===== src/rtl/sfp_pkg.sv =====
// Types and constants shared by the sync/length/sum8 frame parser.
package sfp_pkg;

    localparam int BYTE_W = 8;
    localparam int CMD_W  = 16;
    localparam int LEN_W  = 10;

    localparam logic [BYTE_W-1:0] SYNC_FIRST  = 8'h55;
    localparam logic [BYTE_W-1:0] SYNC_SECOND = 8'hAA;
    // Running sum after both sync bytes: (0x55 + 0xAA) mod 256
    localparam logic [BYTE_W-1:0] SYNC_SUM    = 8'hFF;
    localparam logic [LEN_W-1:0]  HARD_LIMIT  = 10'd512;

    typedef enum logic [1:0] {
        ST_PAYLOAD = 2'd0,
        ST_GOOD    = 2'd1,
        ST_BAD     = 2'd2
    } t_status;

    typedef struct packed {
        logic [BYTE_W-1:0] payload_byte;
        logic [CMD_W-1:0]  command;
        logic [LEN_W-1:0]  payload_length;
        logic              first_of_frame;
        logic              end_of_frame;
        t_status           frame_status;
    } t_result;

endpackage


===== src/rtl/sfp_rx_if.sv =====
// Received-byte channel: valid/ready handshake carrying one byte.
interface sfp_rx_if
    import sfp_pkg::*;
();
    logic              valid;
    logic              ready;
    logic [BYTE_W-1:0] rx_byte;

    modport source (output valid, output rx_byte, input ready);
    modport sink   (input valid, input rx_byte, output ready);
    modport mon    (input valid, input rx_byte, input ready);
endinterface


===== src/rtl/sfp_res_if.sv =====
// Result channel: valid/ready handshake carrying one parser result.
interface sfp_res_if
    import sfp_pkg::*;
();
    logic              valid;
    logic              ready;
    logic [BYTE_W-1:0] payload_byte;
    logic [CMD_W-1:0]  command;
    logic [LEN_W-1:0]  payload_length;
    logic              first_of_frame;
    logic              end_of_frame;
    logic [1:0]        frame_status;

    modport source (output valid, output payload_byte, output command,
                    output payload_length, output first_of_frame,
                    output end_of_frame, output frame_status, input ready);
    modport sink   (input valid, input payload_byte, input command,
                    input payload_length, input first_of_frame,
                    input end_of_frame, input frame_status, output ready);
    modport mon    (input valid, input payload_byte, input command,
                    input payload_length, input first_of_frame,
                    input end_of_frame, input frame_status, input ready);
endinterface


===== src/rtl/sfp_fsm.sv =====
// Frame parser state machine: sync hunt, header, payload and checksum.
module sfp_fsm
    import sfp_pkg::*;
(
    input  logic              i_clk,
    input  logic              i_rst_n,
    input  logic              i_cfg_we,
    input  logic [LEN_W-1:0]  i_cfg_data,
    input  logic              i_acc,
    input  logic [BYTE_W-1:0] i_byte,
    output logic              o_res_valid,
    output t_result           o_res
);

    typedef enum logic [2:0] {
        PH_HUNT1,
        PH_HUNT2,
        PH_LEN_HI,
        PH_LEN_LO,
        PH_CMD_HI,
        PH_CMD_LO,
        PH_PAYLOAD,
        PH_CHECK
    } t_phase;

    t_phase            r_phase,  n_phase;
    logic [BYTE_W-1:0] r_len_hi, n_len_hi;
    logic [LEN_W-1:0]  r_len,    n_len;
    logic [LEN_W-1:0]  r_rem,    n_rem;
    logic [BYTE_W-1:0] r_sum,    n_sum;
    logic [CMD_W-1:0]  r_cmd,    n_cmd;
    logic              r_first,  n_first;
    logic [LEN_W-1:0]  r_max;

    logic [LEN_W-1:0]    w_limit;
    logic [2*BYTE_W-1:0] w_len_full;
    logic [BYTE_W-1:0]   w_sum_add;

    // Clamp the limit register to the hard ceiling
    assign w_limit    = (r_max > HARD_LIMIT) ? HARD_LIMIT : r_max;
    assign w_len_full = {r_len_hi, i_byte};
    assign w_sum_add  = r_sum + i_byte;

    // Next state and result for the byte in this transfer
    always_comb begin
        n_phase  = r_phase;
        n_len_hi = r_len_hi;
        n_len    = r_len;
        n_rem    = r_rem;
        n_sum    = r_sum;
        n_cmd    = r_cmd;
        n_first  = r_first;

        o_res_valid          = 1'b0;
        o_res.payload_byte   = '0;
        o_res.command        = r_cmd;
        o_res.payload_length = r_len;
        o_res.first_of_frame = r_first;
        o_res.end_of_frame   = 1'b0;
        o_res.frame_status   = ST_PAYLOAD;

        if (i_acc) begin
            case (r_phase)
                PH_HUNT1: begin
                    if (i_byte == SYNC_FIRST) begin
                        n_phase = PH_HUNT2;
                    end
                end
                PH_HUNT2: begin
                    if (i_byte == SYNC_SECOND) begin
                        n_phase = PH_LEN_HI;
                        n_sum   = SYNC_SUM;
                        n_len   = '0;
                        n_cmd   = '0;
                        n_first = 1'b1;
                    end else if (i_byte == SYNC_FIRST) begin
                        n_phase = PH_HUNT2;
                    end else begin
                        n_phase = PH_HUNT1;
                    end
                end
                PH_LEN_HI: begin
                    n_len_hi = i_byte;
                    n_sum    = w_sum_add;
                    n_phase  = PH_LEN_LO;
                end
                PH_LEN_LO: begin
                    // Drop an oversized frame and resume the hunt
                    if (w_len_full > {{(2*BYTE_W-LEN_W){1'b0}}, w_limit}) begin
                        n_phase = PH_HUNT1;
                        n_len   = '0;
                        n_sum   = '0;
                    end else begin
                        n_len   = w_len_full[LEN_W-1:0];
                        n_rem   = w_len_full[LEN_W-1:0];
                        n_sum   = w_sum_add;
                        n_phase = PH_CMD_HI;
                    end
                end
                PH_CMD_HI: begin
                    n_cmd   = {i_byte, {BYTE_W{1'b0}}};
                    n_sum   = w_sum_add;
                    n_phase = PH_CMD_LO;
                end
                PH_CMD_LO: begin
                    n_cmd[BYTE_W-1:0] = i_byte;
                    n_sum   = w_sum_add;
                    n_phase = (r_rem == '0) ? PH_CHECK : PH_PAYLOAD;
                end
                PH_PAYLOAD: begin
                    o_res_valid        = 1'b1;
                    o_res.payload_byte = i_byte;
                    n_sum   = w_sum_add;
                    n_first = 1'b0;
                    n_rem   = r_rem - 1'b1;
                    if (r_rem == LEN_W'(1)) begin
                        n_phase = PH_CHECK;
                    end
                end
                PH_CHECK: begin
                    o_res_valid        = 1'b1;
                    o_res.end_of_frame = 1'b1;
                    o_res.frame_status = (i_byte == r_sum) ? ST_GOOD : ST_BAD;
                    n_first = 1'b0;
                    n_sum   = '0;
                    n_rem   = '0;
                    n_phase = PH_HUNT1;
                end
                default: begin
                    n_phase = PH_HUNT1;
                end
            endcase
        end
    end

    // Hold parser state and the limit register
    always_ff @(posedge i_clk) begin
        if (!i_rst_n) begin
            r_phase  <= PH_HUNT1;
            r_len_hi <= '0;
            r_len    <= '0;
            r_rem    <= '0;
            r_sum    <= '0;
            r_cmd    <= '0;
            r_first  <= 1'b1;
            r_max    <= HARD_LIMIT;
        end else begin
            r_phase  <= n_phase;
            r_len_hi <= n_len_hi;
            r_len    <= n_len;
            r_rem    <= n_rem;
            r_sum    <= n_sum;
            r_cmd    <= n_cmd;
            r_first  <= n_first;
            if (i_cfg_we) begin
                r_max <= i_cfg_data;
            end
        end
    end

endmodule


===== src/rtl/sync_length_sum8_frame_parser_top.sv =====
// A result appears in the output register in the cycle after its byte transfer.
// Throughput: one byte per cycle; the input takes a byte whenever the output
//   register is empty or is being drained in the same cycle.
// Bytes of the sync, length and command fields produce no result.
// Reset (synchronous, active low) empties the output register, returns the
//   parser to the sync hunt and sets max_payload to 512.
module sync_length_sum8_frame_parser_top
    import sfp_pkg::*;
(
    input  logic             i_clk,
    input  logic             i_rst_n,
    input  logic             i_cfg_we,
    input  logic [LEN_W-1:0] i_cfg_data,
    sfp_rx_if.sink           i_rx,
    sfp_res_if.source        o_res
);

    logic    w_acc;
    logic    w_res_valid;
    t_result w_res;
    logic    r_out_valid;
    t_result r_out;

    // Take a byte when the output register can accept a new result
    assign i_rx.ready = !r_out_valid || o_res.ready;
    assign w_acc      = i_rx.valid && i_rx.ready;

    sfp_fsm u_fsm (
        .i_clk       (i_clk),
        .i_rst_n     (i_rst_n),
        .i_cfg_we    (i_cfg_we),
        .i_cfg_data  (i_cfg_data),
        .i_acc       (w_acc),
        .i_byte      (i_rx.rx_byte),
        .o_res_valid (w_res_valid),
        .o_res       (w_res)
    );

    // Load a new result, drop the old one on transfer, else hold
    always_ff @(posedge i_clk) begin
        if (!i_rst_n) begin
            r_out_valid <= 1'b0;
        end else if (w_acc) begin
            r_out_valid <= w_res_valid;
        end else if (o_res.ready) begin
            r_out_valid <= 1'b0;
        end
    end

    always_ff @(posedge i_clk) begin
        if (w_acc && w_res_valid) begin
            r_out <= w_res;
        end
    end

    assign o_res.valid          = r_out_valid;
    assign o_res.payload_byte   = r_out.payload_byte;
    assign o_res.command        = r_out.command;
    assign o_res.payload_length = r_out.payload_length;
    assign o_res.first_of_frame = r_out.first_of_frame;
    assign o_res.end_of_frame   = r_out.end_of_frame;
    assign o_res.frame_status   = r_out.frame_status;

endmodule


===== src/flat_wrapper.sv =====
// flat-port wrapper written by rule: the top's interface ports become plain ports
module sync_length_sum8_frame_parser_top_flat import sfp_pkg::*;
  (i_clk, i_rst_n, i_cfg_we, i_cfg_data, i_rx_valid, i_rx_rx_byte, i_rx_ready, o_res_valid, o_res_payload_byte, o_res_command, o_res_payload_length, o_res_first_of_frame, o_res_end_of_frame, o_res_frame_status, o_res_ready);
  sfp_rx_if i_rx_i ();
  sfp_res_if o_res_i ();
  input  logic i_clk;
  input  logic i_rst_n;
  input  logic i_cfg_we;
  input  logic [LEN_W-1:0] i_cfg_data;
  input wire logic [$bits(i_rx_i.valid)-1:0] i_rx_valid;
  input wire logic [$bits(i_rx_i.rx_byte)-1:0] i_rx_rx_byte;
  output wire logic [$bits(i_rx_i.ready)-1:0] i_rx_ready;
  output wire logic [$bits(o_res_i.valid)-1:0] o_res_valid;
  output wire logic [$bits(o_res_i.payload_byte)-1:0] o_res_payload_byte;
  output wire logic [$bits(o_res_i.command)-1:0] o_res_command;
  output wire logic [$bits(o_res_i.payload_length)-1:0] o_res_payload_length;
  output wire logic [$bits(o_res_i.first_of_frame)-1:0] o_res_first_of_frame;
  output wire logic [$bits(o_res_i.end_of_frame)-1:0] o_res_end_of_frame;
  output wire logic [$bits(o_res_i.frame_status)-1:0] o_res_frame_status;
  input wire logic [$bits(o_res_i.ready)-1:0] o_res_ready;
  assign i_rx_i.valid = i_rx_valid;
  assign i_rx_i.rx_byte = i_rx_rx_byte;
  assign i_rx_ready = i_rx_i.ready;
  assign o_res_valid = o_res_i.valid;
  assign o_res_payload_byte = o_res_i.payload_byte;
  assign o_res_command = o_res_i.command;
  assign o_res_payload_length = o_res_i.payload_length;
  assign o_res_first_of_frame = o_res_i.first_of_frame;
  assign o_res_end_of_frame = o_res_i.end_of_frame;
  assign o_res_frame_status = o_res_i.frame_status;
  assign o_res_i.ready = o_res_ready;
  sync_length_sum8_frame_parser_top u_core (.i_clk(i_clk), .i_rst_n(i_rst_n), .i_cfg_we(i_cfg_we), .i_cfg_data(i_cfg_data), .i_rx(i_rx_i), .o_res(o_res_i));
endmodule

===== config.mk =====
export PLATFORM = sky130hd
export DESIGN_NAME = sync_length_sum8_frame_parser_top_flat
export DESIGN_NICKNAME = d
export VERILOG_FILES = /design/src/rtl/sfp_pkg.sv /design/src/rtl/sfp_rx_if.sv /design/src/rtl/sfp_res_if.sv /design/src/rtl/sfp_fsm.sv /design/src/rtl/sync_length_sum8_frame_parser_top.sv /design/src/flat_wrapper.sv
export SDC_FILE = /design/constraint.sdc
export NUM_CORES = 1
export LEC_CHECK = 0
export BUFFER_PORTS_ARGS = -buffer_cell sky130_fd_sc_hd__buf_2
export CORE_MARGIN = 10
export CORE_UTILIZATION = 50
export CTS_CLUSTER_DIAMETER = 30
export DETAILED_ROUTE_END_ITERATION = 8
export HOLD_SLACK_MARGIN = 0.02
export PLACE_DENSITY = 0.78
export SYNTH_ARGS = -nofsm -noshare
export SYNTH_HDL_FRONTEND = slang
export SYNTH_SLANG_ARGS = --single-unit
export TNS_END_PERCENT = 100

===== constraint.sdc =====
create_clock -name i_clk -period 5.9 [get_ports i_clk]
set_input_delay 0.295 -clock i_clk [delete_from_list [all_inputs] [get_ports i_clk]]
set_output_delay 0.295 -clock i_clk [all_outputs]
set_load 0.1 [all_outputs]

# ---- Word level (Yosys, flattened, before mapping)
# Index checks and enable logic that the tools add are counted.
dict set report word_totals {
  memories 0
  ff_bits 105
  output_inout_bits 40
  romBits 0
  mem_bits_rw 0
  latch_bits 0
}
dict set report op_classes {
  reduce_logical 25
  multipliers 0
  bitwise 0
  n_shift 0
  n_addsub 2
  div_mod_pow 0
  order_cmp 2
  muxes 27
  n_eq_ne 15
}
# cell n
set op_table {}
lappend op_table {{10-bit 2-to-1 mux} 4}
lappend op_table {{8-bit case mux with 4 select lines} 1}
lappend op_table {{10-bit case mux with 3 select lines} 1}
lappend op_table {{3-bit case mux with 8 select lines} 1}
lappend op_table {{8-bit case mux with 3 select lines} 1}
lappend op_table {{3-bit AND reduction} 7}
lappend op_table {{10-bit case mux with 2 select lines} 1}
lappend op_table {{16-bit by 10-bit > comparator with 1-bit output} 1}
lappend op_table {{16-bit 2-to-1 mux} 1}
lappend op_table {{8-bit 2-to-1 mux} 2}
lappend op_table {{8-bit case mux with 2 select lines} 1}
lappend op_table {{3-bit equality test (second input constant)} 4}
lappend op_table {{3-bit 2-to-1 mux} 4}
lappend op_table {{10-bit by 1-bit equality test with 1-bit output (second input constant)} 1}
lappend op_table {{10-bit > comparator (second input constant)} 1}
lappend op_table {{10-bit zero test} 1}
lappend op_table {{10-bit by 1-bit subtractor with 10-bit output (second input constant)} 1}
lappend op_table {{8-bit adder} 1}
lappend op_table {{8-bit by 7-bit equality test with 1-bit output (second input constant)} 1}
lappend op_table {{8-bit equality test} 1}
lappend op_table {{8-bit equality test (second input constant)} 1}
lappend op_table {{2-bit != test (second input constant)} 4}
lappend op_table {{2-bit nonzero test} 4}
lappend op_table {{1-bit 2-to-1 mux} 7}
lappend op_table {{other kinds (13)} 19}

# ---- Depth between registers and ports, before layout
# Gate-level depths: netlist of run 1.
dict set report logic_depth {
  depth_word 5
  depth_mapped 12
}

# ---- By module
# From an unflattened synthesis of run 1, not the netlist that was laid out.
dict set report hier_totals {
  cells_unflattened 452
  hier_area_um2 4807.1
}
# mod cells_per_inst instances area_each_um2
set by_module_without_submodules {}
lappend by_module_without_submodules {sfp_fsm 408 1 3594.7}
lappend by_module_without_submodules {sync_length_sum8_frame_parser_top 44 1 1212.4}

# ---- Worst setup path before layout of run 1
# Ideal clock, no wire load.
dict set report synth_path {
  path_kind {reg-to-reg}
  start {reg u_core.r_out_valid (netlist: u_core.o_res.valid)}
  end {reg u_core.u_fsm.r_rem[7]}
  path_buffers 0
  arrival_time_ns 3.263
  stages_incl_launch_ff 7
  setup_slack_ns 2.542
  cell_sequence {dfxtp_1 -> nand2b_2 -> and2_0 -> nand3_1 -> inv_1 -> a21o_1 -> a221oi_1}
}
dict set report synth_between {
  elab_chain_len 4
}
# element line
set synth_rtl {}
lappend synth_rtl {{start: declaration} sync_length_sum8_frame_parser_top.sv:21} ;# logic r_out_valid;
lappend synth_rtl {{start signal: assignment} sync_length_sum8_frame_parser_top.sv:44} ;# r_out_valid <= w_res_valid;
lappend synth_rtl {{1-bit zero test} sync_length_sum8_frame_parser_top.sv:25} ;# assign i_rx.ready = !r_out_valid || o_res.ready;
lappend synth_rtl {{1-bit logical OR} sync_length_sum8_frame_parser_top.sv:25}
lappend synth_rtl {{via i_rx_ready} flat_wrapper.sv:12} ;# output wire logic [$bits(i_rx_i.ready)-1:0] i_rx_ready;
lappend synth_rtl {{1-bit logical AND} sync_length_sum8_frame_parser_top.sv:26} ;# assign w_acc = i_rx.valid && i_rx.ready;
lappend synth_rtl {{3-bit AND reduction (no source line)} -}
lappend synth_rtl {{end signal: assignment} sfp_fsm.sv:151} ;# r_rem <= n_rem;
lappend synth_rtl {{end: declaration} sfp_fsm.sv:29} ;# logic [LEN_W-1:0] r_rem, n_rem;
# The timed path passes the listed nets, and every way through them passes these cells.
# A chain may end at the register's enable or synchronous reset.

# ---- Worst setup path after layout of run 1
dict set report layout_path {
  start {reg u_core.u_fsm.r_max[5]}
  end {reg u_core.u_fsm.r_sum[7]}
}
dict set report layout_between {
  elab_chain_len 5
}
# element line
set layout_rtl {}
lappend layout_rtl {{start: declaration} sfp_fsm.sv:33} ;# logic [LEN_W-1:0] r_max;
lappend layout_rtl {{start signal: assignment} sfp_fsm.sv:156} ;# r_max <= i_cfg_data;
lappend layout_rtl {{10-bit > comparator} sfp_fsm.sv:40} ;# assign w_limit = (r_max > HARD_LIMIT) ? HARD_LIMIT : r_max;
lappend layout_rtl {{10-bit 2-to-1 mux (*)} sfp_fsm.sv:40}
lappend layout_rtl {{16-bit by 10-bit > comparator with 1-bit output (*)} sfp_fsm.sv:89} ;# if (w_len_full > {{(2*BYTE_W-LEN_W){1'b0}}, w_limit}) begin
lappend layout_rtl {{8-bit 2-to-1 mux (*)} sfp_fsm.sv:89}
lappend layout_rtl {{8-bit case mux with 4 select lines (*)} sfp_fsm.sv:63} ;# case (r_phase)
lappend layout_rtl {{end signal: assignment} sfp_fsm.sv:152} ;# r_sum <= n_sum;
lappend layout_rtl {{end: declaration} sfp_fsm.sv:30} ;# logic [BYTE_W-1:0] r_sum, n_sum;
# Mark *: on every way between the ends. The rest lies on a longest branch, timed or not.

==> flow_summary_export.csv, run 1 <==
group,metric,value,unit
sta,fin_ws,2.55,ns
power,ir_drop,156,uV
route,wl_per_cell,18.3,um
placed_design,dpl-instance-area,0.00504,mm^2
clock_tree,clkLatencyLatePin,0.38,ns
job,drv_cap,0,
synth,yosysTopAreaCell,"dfxtp_1",
floorplanning,rows,35,
placed_design,port_buffers,62,
placed_design,post-place-ws,2.60,ns
route,drcViolationCount,0,
synth,syn-cell-area,0.00467,mm^2
sta,skew,0.00721,ns
floorplanning,core,0.00915,mm^2
sta,min_period,3.35,ns
power,intPower,982,uW
route,antenna_left,0,
critical_path,worst-path-max-fanout,23,
grt,gr-total-overflow,0,
critical_path,path_class,"reg2reg",
final_layout,layout-drive-gt1-share,18.9,%
power,pwr_density_cell,250,mW/mm^2
critical_path,timing.rr.end,"u_core.u_fsm.r_sum[7]",
synth,syn_inst,448,
sta,rsz0062_at_grt,"no",
synth,yosysUniqueCellTypes,64,
sta,worstMarginPinSlew,0.949,ns
clock_tree,postCtsSetupRepairBufs,0,
floorplanning,ios,63,
critical_path,r2r_setup_slack,2.55,ns
synth,syn_nets,491,
final_layout,utilization,57.5,%
clock_tree,cts_resized,0,
final_layout,nNetsFinal,546,
floorplanning,die_h,117,um
synth,yosysMostFrequentCell,"dfxtp_1",
route,vias,3696,
clock_tree,path_clk_slew,0.11,ns
grt,grt_pass1_vias,3557,
placed_design,place_congestion,0.907,
critical_path,cpPeakStageDelay,0.81,ns
synth,yosys_warnings,0,
critical_path,r2r-start,"u_core.u_fsm.r_max[5]",
placed_design,place_inst,603,
final_layout,fin_cells,619,
synth,synth_top_area_share,28.7,%
synth,syn_area_per_cell,10.4,um^2
power,sw_frac_of_total,25.3,%
clock_tree,cts-root-buf,"clkbuf_8",
critical_path,cp.required,6.21,ns
sta,finalHoldViolCount,0,
critical_path,cp-end-kind,"register",
min_path,hp-start,"i_cfg_data[9]",
clock_tree,hold_buffers,0,
floorplanning,start_util,51.0,%
floorplanning,die_w,117,um
power,power_frac_comb,5.6,%
route,viasPerCell,5.97,
critical_path,worst_setup_path_start_kind,"register",
power,p_sw,333,uW
final_layout,synthToLayoutAreaGrowth,12.7,%
min_path,min_path_cells,3,
sta,setup_viol,0,
synth,synthTopCellsByArea,"dfxtp_1 (29%), edfxtp_1 (24%), ha_1 (5.1%)",
critical_path,crit_slowest_cell,"o31ai_4",
synth,synth_seq_cells,105,
synth,synth_edf_count,38,
grt,grt_pass1_wl,18.1,mm
power,p_clk_share,37.2,%
grt,grt_usage,16.8,%
clock_tree,tritoncts,"built",
status,run_status,"completed",
route,drtPass1Iterations,5,
power,pwr-share-seq,57.2,%
synth,synth-seq-area-share,53.2,%
min_path,min_path_type,"in2reg",
route,drt_first_iter_violations,310,
floorplanning,dieArea,0.0136,mm^2
route,finalWirelength,11.3,mm
sta,final-max-slew-violation-count,0,
final_layout,fin_area,0.00526,mm^2
clock_tree,cts_buffer_depth,2,
placed_design,dp.final_hpwl,7.61,mm
power,p_leak,0.00196,uW
clock_tree,numCtsBuffers,9,
final_layout,fillers,774,
critical_path,worstPathArrival,3.66,ns
sta,setup_tns,0,ns
sta,fin_crit_sh,56.8,%
clock_tree,clkSinkCount,105,
final_layout,antenna_cells,0,
synth,synthFlopType,"dfxtp_1",
critical_path,reg2regPathDepth,10,
grt,grt_max_degree,56,
min_path,min_to,"u_core.u_fsm.r_max[9]",
sta,timing.slew.headroom,36.8,%
synth,synthArstFlopShare,0,%
grt,antenna_found_initial,0,
synth,synthTopCellsByCount,"dfxtp_1 (67), nor2_1 (62), edfxtp_1 (38)",
clock_tree,htreeDepth,3,
sta,max_freq,298,MHz
critical_path,worstPathCellList,"nor4_1 > nand2_1 > o41ai_1 > nand2_1 > ha_1 > a211oi_1 > o21ai_0 > o31ai_4 > a22oi_1 > a211oi_1",
power by group through the flow:
| stage | Clock [uW] | Combinational [uW] | Sequential (uW) |
|---|---|---|---|
| 2_1_floorplan | 0 | 46.4 | 767 |
| 3_3_place_gp | 0 | 70.7 | 769 |
| 3_5_place_dp | 0 | 72.5 | 769 |
| 4_1_cts | 491 | 73.0 | 753 |
| 5_1_grt | 524 | 81.3 | 754 |
| 6_report | 489 | 73.6 | 753 |
flip-flops by register name (all words and copies together) (netlist names):
| signal | cells |
|---|---|
| u_core.o_res.command | 16 |
| u_core.u_fsm.r_phase | 3 |
| u_core.u_fsm.r_first | 1 |
| u_core.u_fsm.r_rem | 10 |
| u_core.o_res.first_of_frame | 1 |
| u_core.o_res.valid | 1 |
| u_core.o_res.payload_length | 10 |
| u_core.o_res.payload_byte | 8 |
| u_core.u_fsm.r_len | 10 |
| u_core.u_fsm.r_cmd | 16 |
| u_core.o_res.end_of_frame | 1 |
| u_core.u_fsm.r_len_hi | 8 |
| u_core.o_res.frame_status | 2 |
| u_core.u_fsm.r_sum | 8 |
| u_core.u_fsm.r_max | 10 |
metrics by stage:
| step | hold slack, ns | total power [uW] |
|---|---|---|
| 4_1_cts | 0.122 | 1320 |
| 3_3_place_gp | 0.418 | 840 |
| 5_1_grt | 0.153 | 1360 |
| 6_report | 0.125 | 1320 |
| 2_1_floorplan | 0.408 | 814 |
| 3_5_place_dp | 0.415 | 842 |
layout by cell type, fill, tap and decap left out, types with 4 or more instances in the layout:
master and count:
nor3_1 5, nor4_1 4, nand3_1 23, a22oi_1 12
buf_2 62, nor2_1 62, nand2_1 35, dfxtp_1 67
ha_1 19, a211oi_1 7, clkbuf_8 9, a21oi_1 26
a31oi_1 6, and3_1 8, edfxtp_1 38, o22ai_1 8
a32oi_1 10, xnor2_1 9, inv_1 9, o21ai_0 6
mux2i_1 17
layer usage:
layer  global-route usage [%]  share of wire [%]
met2                     27.3                 47
met3                     4.16                6.8
met5                        0                  0
met4                     6.26                2.1
met1                     21.1                 44
layout make-up:
cell class / count / area [um^2] / share of cell area [%]
clock inverters: 7 / 96.3 / 1.83
repair buffers: 64 / 325 / 6.18
flip-flops and latches: 105 / 2480 / 47.2
inverters: 12 / 45.0 / 0.856
well taps: 111 / 139 / 2.64
clock buffers: 9 / 124 / 2.35
multi-input cells: 311 / 2050 / 38.9
worst max path at each step:
stage	startpoint	endpoint	slack (ns)	cells after the start
finish	u_core.u_fsm.r_max[5]	u_core.u_fsm.r_sum[7]	2.55	10
global route	u_core.u_fsm.r_max[5]	u_core.u_fsm.r_sum[7]	2.25	10
CTS	u_core.u_fsm.r_max[5]	u_core.u_fsm.r_sum[7]	2.55	10
detailed placement	u_core.u_fsm.r_max[5]	u_core.u_fsm.r_sum[7]	2.60	10
global placement	u_core.u_fsm.r_max[5]	u_core.u_fsm.r_sum[7]	2.70	10
floorplan	u_core.o_res.valid	u_core.u_fsm.r_rem[7]	2.54	6
kinds of logic (layout without fill, tap and decap cells):
kind of cell / count (synthesis) / after routing / share of synthesized area, %
compound gates: 105 / 105 / 16.1
xor+xnor: 11 / 11 / 2.06
fa+ha+maj: 20 / 20 / 5.52
buf+inv: 32 / 92 / 2.92
flops: 105 / 105 / 53.2
mux: 17 / 17 / 3.65
simple gates: 158 / 158 / 16.6
critical path, delay by kind of cell, from the launching register on:
family,cells,cell delay [ns]
fa+ha+maj,1,0.30
flops,1,0.34
compound gates,6,2.16
simple gates,3,0.47
Note: power is estimated with default switching activity, not from simulation.
==> run 2, diff against run 1 <==
- PLACE_DENSITY: 0.78 -> 0.81
- clock period: 5.9 -> 3 ns (I/O delays scaled with it)
==> run 2 against run 1 <==
Compared with the run above: non-clock buffer count increased by 17; clock skew rose by 0.0085 ns; sequential power rose by 97%; via count increased by 2.4%; design area grew 2.5%; first-iteration DRC count is 20% lower; worst hold slack got worse by 0.096 ns; sequential share of layout area down 1.1 points; core utilization up 1.5 points; count of clock-buffer cells in the layout is the same; register-to-register slack worse by 2.4 ns; sequential cell count is the same; critical path type unchanged; largest power group unchanged; highest routed layer unchanged.
==> flow_summary_export.csv, run 2 (same netlist as run 1, synthesis figures left out) <==
group,metric,value,unit
placed_design,post-place-ws,0.00493,ns
critical_path,worst_setup_path_start_kind,"register",
sta,skew,0.0157,ns
route,drcViolationCount,0,
critical_path,cp-startpoint,"u_core.u_fsm.r_max[5]",
final_layout,nNetsFinal,563,
route,vias,3784,
floorplanning,start_util,51.0,%
min_path,hp-start,"i_cfg_data[0]",
power,p_sw,617,uW
sta,timing.slew.headroom,51.6,%
power,p_leak,0.00204,uW
final_layout,layout_common_cells,"dfxtp_1 (66), nor2_1 (62), buf_2 (62)",
floorplanning,dieArea,0.0136,mm^2
critical_path,r2r-start,"u_core.u_fsm.r_max[5]",
job,drv_cap,0,
critical_path,worstPathArrival,3.11,ns
sta,fin_ws,0.154,ns
clock_tree,cts-root-buf,"clkbuf_8",
final_layout,fin_cells,636,
route,drt_first_iter_violations,248,
sta,finalHoldViolCount,0,
power,intPower,1940,uW
sta,setup_viol,0,
grt,grt_pass1_vias,3624,
route,wl_per_cell,17.8,um
clock_tree,tritoncts,"built",
final_layout,antenna_cells,0,
floorplanning,die_h,117,um
sta,worstMarginPinSlew,0.726,ns
power,pwr_density_cell,473,mW/mm^2
placed_design,dp.final_hpwl,8.04,mm
route,finalWirelength,11.3,mm
final_layout,layout-drive-gt1-share,21.3,%
route,antenna_left,0,
floorplanning,die_w,117,um
grt,grt_max_degree,55,
clock_tree,path_clk_slew,0.10,ns
clock_tree,htreeDepth,3,
floorplanning,rows,35,
power,sw_frac_of_total,24.2,%
placed_design,place_congestion,0.929,
sta,min_period,2.85,ns
clock_tree,clkLatencyLatePin,0.37,ns
clock_tree,clkSinkCount,105,
placed_design,port_buffers,62,
floorplanning,ios,63,
power,ir_drop,276,uV
min_path,min_path_type,"in2reg",
critical_path,cp-end-kind,"register",
critical_path,cp.required,3.26,ns
final_layout,synthToLayoutAreaGrowth,15.6,%
critical_path,path_class,"reg2reg",
sta,final-max-slew-violation-count,0,
placed_design,place_inst,614,
route,viasPerCell,5.95,
final_layout,final_common_cell,"dfxtp_1",
grt,grt_usage,16.3,%
status,run_status,"completed",
critical_path,worst-path-max-fanout,6,
sta,max_freq,351,MHz
clock_tree,cts_buffer_depth,2,
route,drtPass1Iterations,5,
power,pwr-share-seq,58.0,%
sta,fin_crit_sh,94.9,%
grt,grt_pass1_wl,17.7,mm
grt,antenna_found_initial,0,
power,p_clk_share,35.6,%
power,power_frac_comb,6.4,%
clock_tree,numCtsBuffers,9,
grt,gr-total-overflow,0,
floorplanning,core,0.00915,mm^2
[run 2: changes by cell type in the layout (fill, tap and decap cells not counted), sizes merged]
cell,before,now
clkinv,3,2
dlygate4sd3,0,3
buf,64,78
inv,14,15
[run 2: area by class of cell]
type                    instances  area [um^2]
fillers                       732         3760
clock inverters                 7         82.6
inverters                      12         45.0
multi-input cells             311         2060
repair buffers                 81          464
flip-flops and latches        105         2480
clock buffers                   9          124
well taps                     111          139
[run 2: what timing repair did]
| item | 4_1_cts | 5_1_grt |
|---|---|---|
| endpoints found under the hold margin | 3 | 0 |
| pin swaps | 1 | 1 |
| hold buffers | 3 | 0 |
| gates resized for setup | 0 | 3 |
| setup buffers | 2 | 1 |
| endpoints found under the setup margin | 1 | 20 |
[run 2: routing by layer]
layer  up-vias  global-route usage (%)  wire (um)
met5         -                       0          0
met4         0                    5.93        171
met3        17                    3.39        945
met2       157                    27.8       5320
met1      1804                    19.8       4860
li1       1806                       -          -
[run 2: power groups by stage]
| stage | Sequential [uW] | Clock (uW) | Combinational [uW] |
|---|---|---|---|
| floorplan | 1510 | 0 | 91.3 |
| global placement | 1510 | 0 | 145 |
| detailed placement | 1510 | 0 | 151 |
| CTS | 1480 | 926 | 157 |
| global route | 1480 | 985 | 177 |
| finish | 1480 | 908 | 163 |
[run 2: metrics by stage]
stage / util [%] / area [um^2] / power, uW / hold WS [ns] / TNS (ns)
after floorplan: - / 4670 / 1600 / 0.276 / 0
after global placement: 56.0 / 5120 / 1660 / 0.367 / 0
after detailed placement: 56.0 / 5120 / 1660 / 0.376 / 0
after CTS: 58.7 / 5380 / 2560 / 0.0209 / 0
after global routing: 58.9 / 5390 / 2650 / 0.0388 / -0.0173
final: 58.9 / 5390 / 2550 / 0.0290 / 0
[run 2: worst paths after layout]
kind                                                end  slack (ns)  cells after the start
worst max-delay path              u_core.u_fsm.r_rem[2]        0.15                     13
worst min-delay path              u_core.u_fsm.r_max[0]        0.03                      3
worst max register to register    u_core.u_fsm.r_rem[2]        0.15                     13
worst min register to register  u_core.o_res.command[8]        0.44                      0
[run 2: worst max-delay path: stages, from the launching register on]
cell	delay, ns
dfxtp_1	0.34
nor4_1	0.27
nand2_1	0.11
o41ai_2	0.26
nand2_1	0.11
ha_1	0.30
nand4_1	0.13
o32ai_1	0.32
nand3_1	0.19
o31ai_4	0.15
buf_4	0.19
buf_4	0.13
a21oi_1	0.07
o21a_1	0.18
